`config.mk`:
```
export PLATFORM = sky130hd
export DESIGN_NAME = glyph_column_generator
export DESIGN_NICKNAME = d
export VERILOG_FILES = /design/src/hw/rtl/gcg_pkg.sv /design/src/hw/rtl/glyph_column_generator.sv /design/src/hw/rtl/gcg_front.sv /design/src/hw/rtl/gcg_queue.sv /design/src/hw/rtl/gcg_back.sv
export VERILOG_INCLUDE_DIRS = /design/src /design/src/hw/rtl
export SDC_FILE = /design/constraint.sdc
export NUM_CORES = 1
export LEC_CHECK = 0
export BUFFER_PORTS_ARGS = -buffer_cell sky130_fd_sc_hd__clkbuf_2
export CORE_UTILIZATION = 60
export CTS_BUF_LIST = sky130_fd_sc_hd__clkbuf_2
export DETAILED_ROUTE_END_ITERATION = 12
export HOLD_SLACK_MARGIN = 0.03
export PLACE_DENSITY = 0.77
export SLEW_MARGIN = 10
export SYNTH_ARGS = -nofsm -noshare
export SYNTH_HDL_FRONTEND = slang
export SYNTH_MEMORY_MAX_BITS = 65536
export SYNTH_SLANG_ARGS = --single-unit
```
`constraint.sdc`:
```
create_clock -name clk -period 5.4 [get_ports clk]
set_input_delay 1.08 -clock clk [delete_from_list [all_inputs] [get_ports clk]]
set_output_delay 1.08 -clock clk [all_outputs]
set_load 0.02 [all_outputs]
```
`src/hw/rtl/glyph_column_generator_assert.svh`:
```
// assertion macros of the glyph column generator, used by gcg_back
`ifndef GLYPH_COLUMN_GENERATOR_ASSERT_SVH
`define GLYPH_COLUMN_GENERATOR_ASSERT_SVH

// checked on every rising edge outside reset
`define GCG_ASSERT(name, prop, msg) \
  name: assert property (@(posedge clk) disable iff (rst) prop) else $error(msg);

// checked on every rising edge, reset included
`define GCG_ASSERT_ALWAYS(name, prop, msg) \
  name: assert property (@(posedge clk) prop) else $error(msg);

`endif

```
`src/hw/rtl/gcg_pkg.sv`:
```
// types, constants and font table of the glyph column generator
`timescale 1ns / 1ps

package gcg_pkg;

  // columns allowed per string in double-height mode
  localparam int LINE_COLUMNS = 128;
  // glyph columns per character, spacer column not included
  localparam int GLYPH_WIDTH  = 5;
  // rows of one glyph column
  localparam int GLYPH_ROWS   = 7;
  // column counter, wide enough to hold LINE_COLUMNS itself
  localparam int CNT_W        = (LINE_COLUMNS > 255) ? 9 : 8;
  // column pointer within a character, spacer included
  localparam int COL_W        = $clog2(GLYPH_WIDTH + 1);
  // queue between front and back
  localparam int QUEUE_DEPTH  = 2;
  localparam int QPTR_W       = (QUEUE_DEPTH > 1) ? $clog2(QUEUE_DEPTH) : 1;
  localparam int QLVL_W       = $clog2(QUEUE_DEPTH + 1);

  typedef logic [GLYPH_ROWS-1:0] glyph_col_t;
  typedef glyph_col_t [GLYPH_WIDTH-1:0] glyph_t;

  // input item
  typedef struct packed {
    logic [7:0] char_code;
    logic       end_of_string;
  } char_item_t;

  // result item
  typedef struct packed {
    logic [7:0] low_byte;
    logic [7:0] high_byte;
    logic [6:0] column_index;
    logic       last_of_char;
  } col_item_t;

  // classified character, as queued between front and back
  typedef struct packed {
    glyph_t cols;
    logic   eos;
  } glyph_item_t;

  // five columns, first column in the low bits
  function automatic glyph_t cols5(input glyph_col_t c0, input glyph_col_t c1,
                                   input glyph_col_t c2, input glyph_col_t c3,
                                   input glyph_col_t c4);
    return {c4, c3, c2, c1, c0};
  endfunction

  // font table; codes outside the font give the blank glyph
  function automatic glyph_t glyph_lookup(input logic [7:0] code);
    glyph_t g;
    case (code)
      8'h20: g = cols5(7'h00, 7'h00, 7'h00, 7'h00, 7'h00); // space
      8'h30: g = cols5(7'h3E, 7'h51, 7'h49, 7'h45, 7'h3E);
      8'h31: g = cols5(7'h00, 7'h42, 7'h7F, 7'h40, 7'h00);
      8'h32: g = cols5(7'h42, 7'h61, 7'h51, 7'h49, 7'h46);
      8'h33: g = cols5(7'h21, 7'h41, 7'h45, 7'h4B, 7'h31);
      8'h34: g = cols5(7'h18, 7'h14, 7'h12, 7'h7F, 7'h10);
      8'h35: g = cols5(7'h27, 7'h45, 7'h45, 7'h45, 7'h39);
      8'h36: g = cols5(7'h3C, 7'h4A, 7'h49, 7'h49, 7'h30);
      8'h37: g = cols5(7'h01, 7'h71, 7'h09, 7'h05, 7'h03);
      8'h38: g = cols5(7'h36, 7'h49, 7'h49, 7'h49, 7'h36);
      8'h39: g = cols5(7'h06, 7'h49, 7'h49, 7'h29, 7'h1E);
      8'h41: g = cols5(7'h7E, 7'h11, 7'h11, 7'h11, 7'h7E);
      8'h42: g = cols5(7'h7F, 7'h49, 7'h49, 7'h49, 7'h36);
      8'h43: g = cols5(7'h3E, 7'h41, 7'h41, 7'h41, 7'h22);
      8'h44: g = cols5(7'h7F, 7'h41, 7'h41, 7'h22, 7'h1C);
      8'h45: g = cols5(7'h7F, 7'h49, 7'h49, 7'h49, 7'h41);
      8'h46: g = cols5(7'h7F, 7'h09, 7'h09, 7'h09, 7'h01);
      8'h47: g = cols5(7'h3E, 7'h41, 7'h49, 7'h49, 7'h7A);
      8'h48: g = cols5(7'h7F, 7'h08, 7'h08, 7'h08, 7'h7F);
      8'h49: g = cols5(7'h00, 7'h41, 7'h7F, 7'h41, 7'h00);
      8'h4A: g = cols5(7'h20, 7'h40, 7'h41, 7'h3F, 7'h01);
      8'h4B: g = cols5(7'h7F, 7'h08, 7'h14, 7'h22, 7'h41);
      8'h4C: g = cols5(7'h7F, 7'h40, 7'h40, 7'h40, 7'h40);
      8'h4D: g = cols5(7'h7F, 7'h02, 7'h04, 7'h02, 7'h7F);
      8'h4E: g = cols5(7'h7F, 7'h04, 7'h08, 7'h10, 7'h7F);
      8'h4F: g = cols5(7'h3E, 7'h41, 7'h41, 7'h41, 7'h3E);
      8'h50: g = cols5(7'h7F, 7'h09, 7'h09, 7'h09, 7'h06);
      8'h51: g = cols5(7'h3E, 7'h41, 7'h51, 7'h21, 7'h5E);
      8'h52: g = cols5(7'h7F, 7'h09, 7'h19, 7'h29, 7'h46);
      8'h53: g = cols5(7'h46, 7'h49, 7'h49, 7'h49, 7'h31);
      8'h54: g = cols5(7'h01, 7'h01, 7'h7F, 7'h01, 7'h01);
      8'h55: g = cols5(7'h3F, 7'h40, 7'h40, 7'h40, 7'h3F);
      8'h56: g = cols5(7'h1F, 7'h20, 7'h40, 7'h20, 7'h1F);
      8'h57: g = cols5(7'h7F, 7'h20, 7'h18, 7'h20, 7'h7F);
      8'h58: g = cols5(7'h63, 7'h14, 7'h08, 7'h14, 7'h63);
      8'h59: g = cols5(7'h03, 7'h04, 7'h78, 7'h04, 7'h03);
      8'h5A: g = cols5(7'h61, 7'h51, 7'h49, 7'h45, 7'h43);
      8'h3A: g = cols5(7'h00, 7'h36, 7'h36, 7'h00, 7'h00); // colon
      8'h25: g = cols5(7'h62, 7'h64, 7'h08, 7'h13, 7'h23); // percent
      8'h2D: g = cols5(7'h08, 7'h08, 7'h08, 7'h08, 7'h08); // minus
      8'h2E: g = cols5(7'h00, 7'h60, 7'h60, 7'h00, 7'h00); // period
      default: g = '0;
    endcase
    return g;
  endfunction

  // each glyph row doubled into two adjacent column bits
  function automatic logic [2*GLYPH_ROWS-1:0] stretch_column(input glyph_col_t src);
    logic [2*GLYPH_ROWS-1:0] v;
    v = '0;
    for (int b = 0; b < GLYPH_ROWS; b++) begin
      v[2*b]   = src[b];
      v[2*b+1] = src[b];
    end
    return v;
  endfunction

endpackage

```
`src/hw/rtl/glyph_column_generator.sv`:
```
// Glyph column generator: an accepted character is registered in the front stage, then
// in the queue; the back-stage column walker gives up to 6 columns per character, one per
// cycle unless the result register is stalled (fewer when double-height truncates).
// A 2-entry queue separates glyph lookup from the column walker.
// Synchronous reset empties the stages and queue, clears the column counter and
// selects normal mode.
`timescale 1ns / 1ps

module glyph_column_generator (
  input  logic                clk,
  input  logic                rst,
  input  logic                cfg_we,
  input  logic                cfg_wdata,
  input  logic                char_valid,
  output logic                char_ready,
  input  gcg_pkg::char_item_t char_item,
  output logic                col_valid,
  input  logic                col_ready,
  output gcg_pkg::col_item_t  col_item
);
  import gcg_pkg::*;

  logic        push_valid;
  logic        push_ready;
  glyph_item_t push_item;
  logic        head_valid;
  logic        pop;
  glyph_item_t head_item;

  // glyph lookup
  gcg_front u_front (
    .clk        (clk),
    .rst        (rst),
    .char_valid (char_valid),
    .char_ready (char_ready),
    .char_item  (char_item),
    .push_valid (push_valid),
    .push_ready (push_ready),
    .push_item  (push_item)
  );

  // decoupling queue
  gcg_queue u_queue (
    .clk        (clk),
    .rst        (rst),
    .push_valid (push_valid),
    .push_ready (push_ready),
    .push_item  (push_item),
    .head_valid (head_valid),
    .pop        (pop),
    .head_item  (head_item)
  );

  // column walker and result register
  gcg_back u_back (
    .clk        (clk),
    .rst        (rst),
    .cfg_we     (cfg_we),
    .cfg_wdata  (cfg_wdata),
    .head_valid (head_valid),
    .head_item  (head_item),
    .pop        (pop),
    .col_valid  (col_valid),
    .col_ready  (col_ready),
    .col_item   (col_item)
  );

endmodule

```
`src/hw/rtl/gcg_front.sv`:
```
// front stage: accepts characters and looks up their glyphs
`timescale 1ns / 1ps

module gcg_front (
  input  logic                clk,
  input  logic                rst,
  input  logic                char_valid,
  output logic                char_ready,
  input  gcg_pkg::char_item_t char_item,
  output logic                push_valid,
  input  logic                push_ready,
  output gcg_pkg::glyph_item_t push_item
);
  import gcg_pkg::*;

  logic        stage_valid;
  glyph_item_t stage_item;

  // stage frees up when empty or when the queue takes its item
  assign char_ready = !stage_valid || push_ready;
  assign push_valid = stage_valid;
  assign push_item  = stage_item;

  // stage valid
  always_ff @(posedge clk) begin
    if (rst) begin
      stage_valid <= 1'b0;
    end else if (char_valid && char_ready) begin
      stage_valid <= 1'b1;
    end else if (push_ready) begin
      stage_valid <= 1'b0;
    end
  end

  // classified item payload
  always_ff @(posedge clk) begin
    if (char_valid && char_ready) begin
      stage_item.cols <= glyph_lookup(char_item.char_code);
      stage_item.eos  <= char_item.end_of_string;
    end
  end

endmodule

```
`src/hw/rtl/gcg_queue.sv`:
```
// short queue of glyph items between front and back
`timescale 1ns / 1ps

module gcg_queue (
  input  logic                 clk,
  input  logic                 rst,
  input  logic                 push_valid,
  output logic                 push_ready,
  input  gcg_pkg::glyph_item_t push_item,
  output logic                 head_valid,
  input  logic                 pop,
  output gcg_pkg::glyph_item_t head_item
);
  import gcg_pkg::*;

  glyph_item_t       entries [QUEUE_DEPTH];
  logic [QPTR_W-1:0] wr_ptr;
  logic [QPTR_W-1:0] rd_ptr;
  logic [QLVL_W-1:0] level;
  logic              do_push;
  logic              do_pop;

  assign push_ready = (level != QLVL_W'(QUEUE_DEPTH));
  assign head_valid = (level != '0);
  assign head_item  = entries[rd_ptr];
  assign do_push    = push_valid && push_ready;
  assign do_pop     = pop && head_valid;

  // pointers and fill level
  always_ff @(posedge clk) begin
    if (rst) begin
      wr_ptr <= '0;
      rd_ptr <= '0;
      level  <= '0;
    end else begin
      if (do_push) begin
        wr_ptr <= (wr_ptr == QPTR_W'(QUEUE_DEPTH - 1)) ? '0 : wr_ptr + 1'b1;
      end
      if (do_pop) begin
        rd_ptr <= (rd_ptr == QPTR_W'(QUEUE_DEPTH - 1)) ? '0 : rd_ptr + 1'b1;
      end
      if (do_push && !do_pop) begin
        level <= level + 1'b1;
      end else if (do_pop && !do_push) begin
        level <= level - 1'b1;
      end
    end
  end

  // entry storage
  always_ff @(posedge clk) begin
    if (do_push) begin
      entries[wr_ptr] <= push_item;
    end
  end

endmodule

```
`src/hw/rtl/gcg_back.sv`:
```
// back stage: walks each glyph's columns and drives the result register
`timescale 1ns / 1ps
`include "glyph_column_generator_assert.svh"

module gcg_back (
  input  logic                 clk,
  input  logic                 rst,
  input  logic                 cfg_we,
  input  logic                 cfg_wdata,
  input  logic                 head_valid,
  input  gcg_pkg::glyph_item_t head_item,
  output logic                 pop,
  output logic                 col_valid,
  input  logic                 col_ready,
  output gcg_pkg::col_item_t   col_item
);
  import gcg_pkg::*;

  logic                    double_height;
  logic [CNT_W-1:0]        count;
  logic [CNT_W-1:0]        count_next;
  logic [CNT_W-1:0]        count_adv;
  logic [CNT_W:0]          count_inc;
  logic [COL_W-1:0]        col;
  logic [COL_W-1:0]        col_next;
  logic                    out_valid;
  col_item_t               out_item;
  logic                    advance;
  logic                    step;
  logic                    skip;
  logic                    emit;
  logic                    is_spacer;
  logic                    is_last;
  glyph_col_t              gcol;
  logic [2*GLYPH_ROWS-1:0] tall;
  col_item_t               new_item;

  assign col_valid = out_valid;
  assign col_item  = out_item;

  // mode register
  always_ff @(posedge clk) begin
    if (rst) begin
      double_height <= 1'b0;
    end else if (cfg_we) begin
      double_height <= cfg_wdata;
    end
  end

  // column step control
  assign advance   = !out_valid || col_ready;
  assign step      = head_valid && advance;
  assign skip      = double_height && (count >= CNT_W'(LINE_COLUMNS));
  assign emit      = step && !skip;
  assign count_inc = {1'b0, count} + 1'b1;
  assign is_spacer = (col == COL_W'(GLYPH_WIDTH));
  assign is_last   = is_spacer ||
                     (double_height && (count_inc >= (CNT_W + 1)'(LINE_COLUMNS)));
  assign pop       = step && (skip || is_last);

  // normal mode wraps at 256, double mode stops at the line limit
  always_comb begin
    if (double_height) begin
      count_adv = count_inc[CNT_W-1:0];
    end else begin
      count_adv = CNT_W'(count[7:0] + 8'd1);
    end
  end

  // counter and column pointer next values
  always_comb begin
    count_next = count;
    col_next   = col;
    if (pop && head_item.eos) begin
      count_next = '0;
    end else if (emit) begin
      count_next = count_adv;
    end
    if (pop) begin
      col_next = '0;
    end else if (emit) begin
      col_next = col + 1'b1;
    end
  end

  always_ff @(posedge clk) begin
    if (rst) begin
      count <= '0;
      col   <= '0;
    end else begin
      count <= count_next;
      col   <= col_next;
    end
  end

  // column data for the current position
  always_comb begin
    gcol = '0;
    if (!is_spacer) begin
      gcol = head_item.cols[col];
    end
    tall = stretch_column(gcol);
    new_item.column_index = count[6:0];
    new_item.last_of_char = is_last;
    if (double_height) begin
      new_item.low_byte  = tall[7:0];
      new_item.high_byte = 8'(tall[2*GLYPH_ROWS-1:8]);
    end else begin
      new_item.low_byte  = 8'(gcol);
      new_item.high_byte = 8'h00;
    end
  end

  // result register
  always_ff @(posedge clk) begin
    if (rst) begin
      out_valid <= 1'b0;
    end else if (emit) begin
      out_valid <= 1'b1;
    end else if (col_ready) begin
      out_valid <= 1'b0;
    end
  end

  always_ff @(posedge clk) begin
    if (emit) begin
      out_item <= new_item;
    end
  end

  // checks
  `GCG_ASSERT(a_emit_below_limit, emit && double_height |-> count < CNT_W'(LINE_COLUMNS), "double-height column emitted at line limit")
  `GCG_ASSERT(a_eos_clears_count, pop && head_item.eos |=> count == '0, "counter not cleared after end of string")
  `GCG_ASSERT(a_col_steps, emit && !is_last |=> col == $past(col) + 1'b1, "column pointer did not step")
  `GCG_ASSERT(a_col_in_range, head_valid |-> col <= COL_W'(GLYPH_WIDTH), "column pointer past spacer")

endmodule

```
==> results.py <==
metrics = {
    "sta": {
        "timing.clock.skew_ps": 35.0,
        "hold_ws_ps": 460,
        "fmax_mhz": 344,
        "finalCritPeriodShare_pct": 53.9,
        "worstMarginPinSlew_ps": 1150,
        "fin_setup_tns_ps": 0,
        "final-setup-viol-count": 0,
        "slew_viol_final": 0,
        "hold_viol": 0,
        "fin_crit_ps": 2910,
        "maxSlewHeadroom_pct": 23.3,
        "grt_setup_unrepaired": "false",
    },
    "worst_setup_path": {
        "rr_endpoint": "u_queue.level[1]",
        "rr_worst_depth": 8,
        "worst_setup_path_end_kind": "flop",
        "cp.arrival_ps": 3410,
        "required_ps": 5900,
        "startpoint_type": "input port",
        "reg2reg_slack_ps": 2680,
        "timing.rr.start": "u_back.col[0]",
        "crit_path_end": "u_front.push_item[7]",
        "worst-path-max-fanout": 19,
        "critPathKind": "in -> reg",
        "startpoint": "char_item[2]",
    },
    "floorplan": {
        "dieArea_um2": 13200,
        "start_util_pct": 62.8,
        "fp.dieH_um": 115,
        "row_count": 40,
        "coreArea_um2": 12200,
        "fp.dieW_um": 115,
        "io_pins": 41,
    },
    "clocking": {
        "cts_buffers": 17,
        "post_cts.repair.setup_buffers": 0,
        "clock_sinks": 146,
        "cts_root_buffer": "clkbuf_2",
        "cts_resized": 0,
        "cts_max_path_buffers": 2,
        "cts_tree": "done",
        "clk_latency_ps": 670,
        "hold_buffers": 0,
        "cts.clk_slew.worst_paths_ps": 200,
        "htree_levels": 4,
    },
    "run": {
        "maxCapViolations": 0,
    },
    "placement": {
        "gp_congestion": 1.04,
        "placed_cells": 845,
        "hpwl_mm": 12.8,
        "port_buffers": 38,
    },
    "power": {
        "vdd.ir_drop.worst_uv": 145,
        "powerDensity_nw_per_um2": 300,
        "cellLeakagePower_nw": 2.76,
        "totalPowerFinal_mw": 2.42,
    },
    "synth": {
        "ys.flop_type": "edfxtp_1",
        "synth-edff-count": 127,
        "yosysWarnings": 0,
        "synth_simple_gate_area_share_pct": 11.5,
        "syn_area_um2": 7660,
        "yosysSeqAreaShare_pct": 54.7,
        "ys_seq_elements": 146,
        "synthArstFlopShare_pct": 0,
        "synth_top_family_by_area": "compound AO/OA/AOI/OAI gates",
        "synth_area_per_cell_um2": 11.2,
        "syn_inst": 686,
        "synth_compound_area_share_pct": 17.2,
        "synth.mux.area_fraction_pct": 7.02,
        "yosys.area_share.adder_pct": 2.61,
        "synthXorXnorAreaFrac_pct": 1.49,
        "ys_types": 68,
    },
    "worst_hold_path": {
        "hold_path.class": "reg -> reg",
        "hold_depth": 0,
    },
    "routing": {
        "routed.top_layer": "met4",
        "dr_total_vias": 5688,
        "drtIter0Drc": 648,
        "met1_length_mm": 7.32,
        "wl_met2_mm": 9.04,
        "drc": 0,
        "ant_nets": 0,
        "via_per_inst": 6.48,
        "wire_per_inst_um": 21.3,
        "drt_first_pass_iters": 5,
        "wl_met3_mm": 1.60,
        "drt_wl_total_mm": 18.7,
    },
    "run_status": {
        "status": "completed",
    },
    "global_route": {
        "grt_overflow_total": 0,
        "track_usage_pct": 29.6,
        "grt_pass1_wl_mm": 29.1,
        "first_global_vias": 5369,
        "grt_max_degree": 53,
        "antenna_found_initial": 1,
    },
    "finish": {
        "synthToLayoutAreaGrowth_pct": 5.22,
        "drive_above_1_share_pct": 14.2,
        "utilization_pct": 66.0,
        "final_cells": 878,
        "fin_nets": 727,
    },
}
## per-stage QoR
step / area [um2] / setup WS [ps]
6_report: 8060 / 2490
3_5_place_dp: 7800 / 1920
3_3_place_gp: 7800 / 2010
4_1_cts: 8060 / 2690
5_1_grt: 8060 / 2510
2_1_floorplan: 7670 / 2500
## report_power, final
part	leakage (nW)	total [mW]	switching [mW]	internal (mW)
clock	0.151	0.641	0.375	0.266
sequential	1.37	1.37	0.0512	1.32
combinational	1.24	0.402	0.271	0.131
total	2.76	2.42	0.698	1.72
## critical path: stages
cell	delay [ps]
clkbuf_2	310
inv_1	240
ha_1	790
nor2b_1	360
nor3_1	90
a21oi_1	180
o211ai_1	110
a211oi_1	260
## synth_stat cells, drive strengths merged (3+ instances only)
master	instances	area, um2
edfxtp	127	3810
a21oi	63	330
nor2	52	208
nand2	51	191
buf	47	308
mux2i	47	470
o21ai	40	200
nor2b	22	138
dfxtp	19	380
ha	16	200
inv	16	60.1
a22oi	15	113
a31oi	15	93.8
nand2b	14	87.6
clkbuf	13	50.0
nand3	11	55.1
xor2	10	87.6
o211ai	9	67.6
o31ai	9	67.6
nor3	7	40.0
and2	6	40.0
o311ai	6	52.6
a211oi	5	42.5
o22ai	5	31.3
a22o	4	35.0
and3	4	30.0
o21a	4	30.0
o221ai	4	35.0
a211o	3	26.3
nand3b	3	22.5
nand4	3	18.8
o21bai	3	22.5
xnor2	3	26.3
## per-layer routing
metal	up-vias	GRT usage, %
met1	2688	37.8
met4	0	15.2
met3	57	5.54
met2	364	48.6
met5	-	0
li1	2579	-
## registers in the layout, summed over array words and instances (netlist names), 2 cells and up, named ones only
signal / count
u_queue.entries: 72
u_back.count: 8
u_back.col_item: 19
u_back.col: 3
u_queue.level: 2
u_front.push_item: 36
## how the worst min path moves through the flow
stage	slack (ps)	to	start
after floorplan	420	u_queue.entries[0][0]	u_front.push_item[0]
after global placement	420	u_queue.entries[0][0]	u_front.push_item[0]
after detailed placement	430	u_queue.entries[1][0]	u_front.push_item[0]
after CTS	460	u_queue.entries[1][31]	u_front.push_item[31]
after global routing	450	u_front.push_item[0]	char_item[0]
final	460	u_queue.entries[1][31]	u_front.push_item[31]
## placed cells by master (no fill, tap or decap), types with 4 or more instances in the layout
master	count
mux2i_1	47
nand2_1	51
o22ai_1	5
nand3_1	11
edfxtp_1	127
o311ai_0	5
o221ai_1	4
dfxtp_1	18
clkbuf_2	58
nor2_1	48
a31oi_1	15
a211oi_1	4
a22o_1	4
buf_4	12
nor3_1	6
o21a_1	4
xor2_1	10
o31ai_1	9
a21oi_2	4
o211ai_1	9
o21ai_0	38
ha_1	16
a21oi_1	59
inv_1	16
nand2b_1	14
and2_1	5
a22oi_1	15
nor2b_1	22
## cell type report
class	instances	area [um2]
Sequential cell	146	4200
Multi-Input combinational cell	465	3060
Tap cell	168	210
Antenna cell	1	2.50
Timing Repair Buffer	50	280
Clock inverter	12	158
Clock buffer	20	100
Fill cell	993	4150
Inverter	16	60.1
## cell families after synthesis
| family | count (synthesis) |
|---|---|
| AO/OA/AOI/OAI | 203 |
| AND/OR/NAND/NOR | 180 |
| flip-flops | 146 |
| buffers and inverters | 76 |
| multiplexers | 51 |
| adder cells (fa/ha/maj) | 16 |
| XOR/XNOR | 13 |
| other | 1 |
No activity file was read; power rests on OpenSTA's default activity.
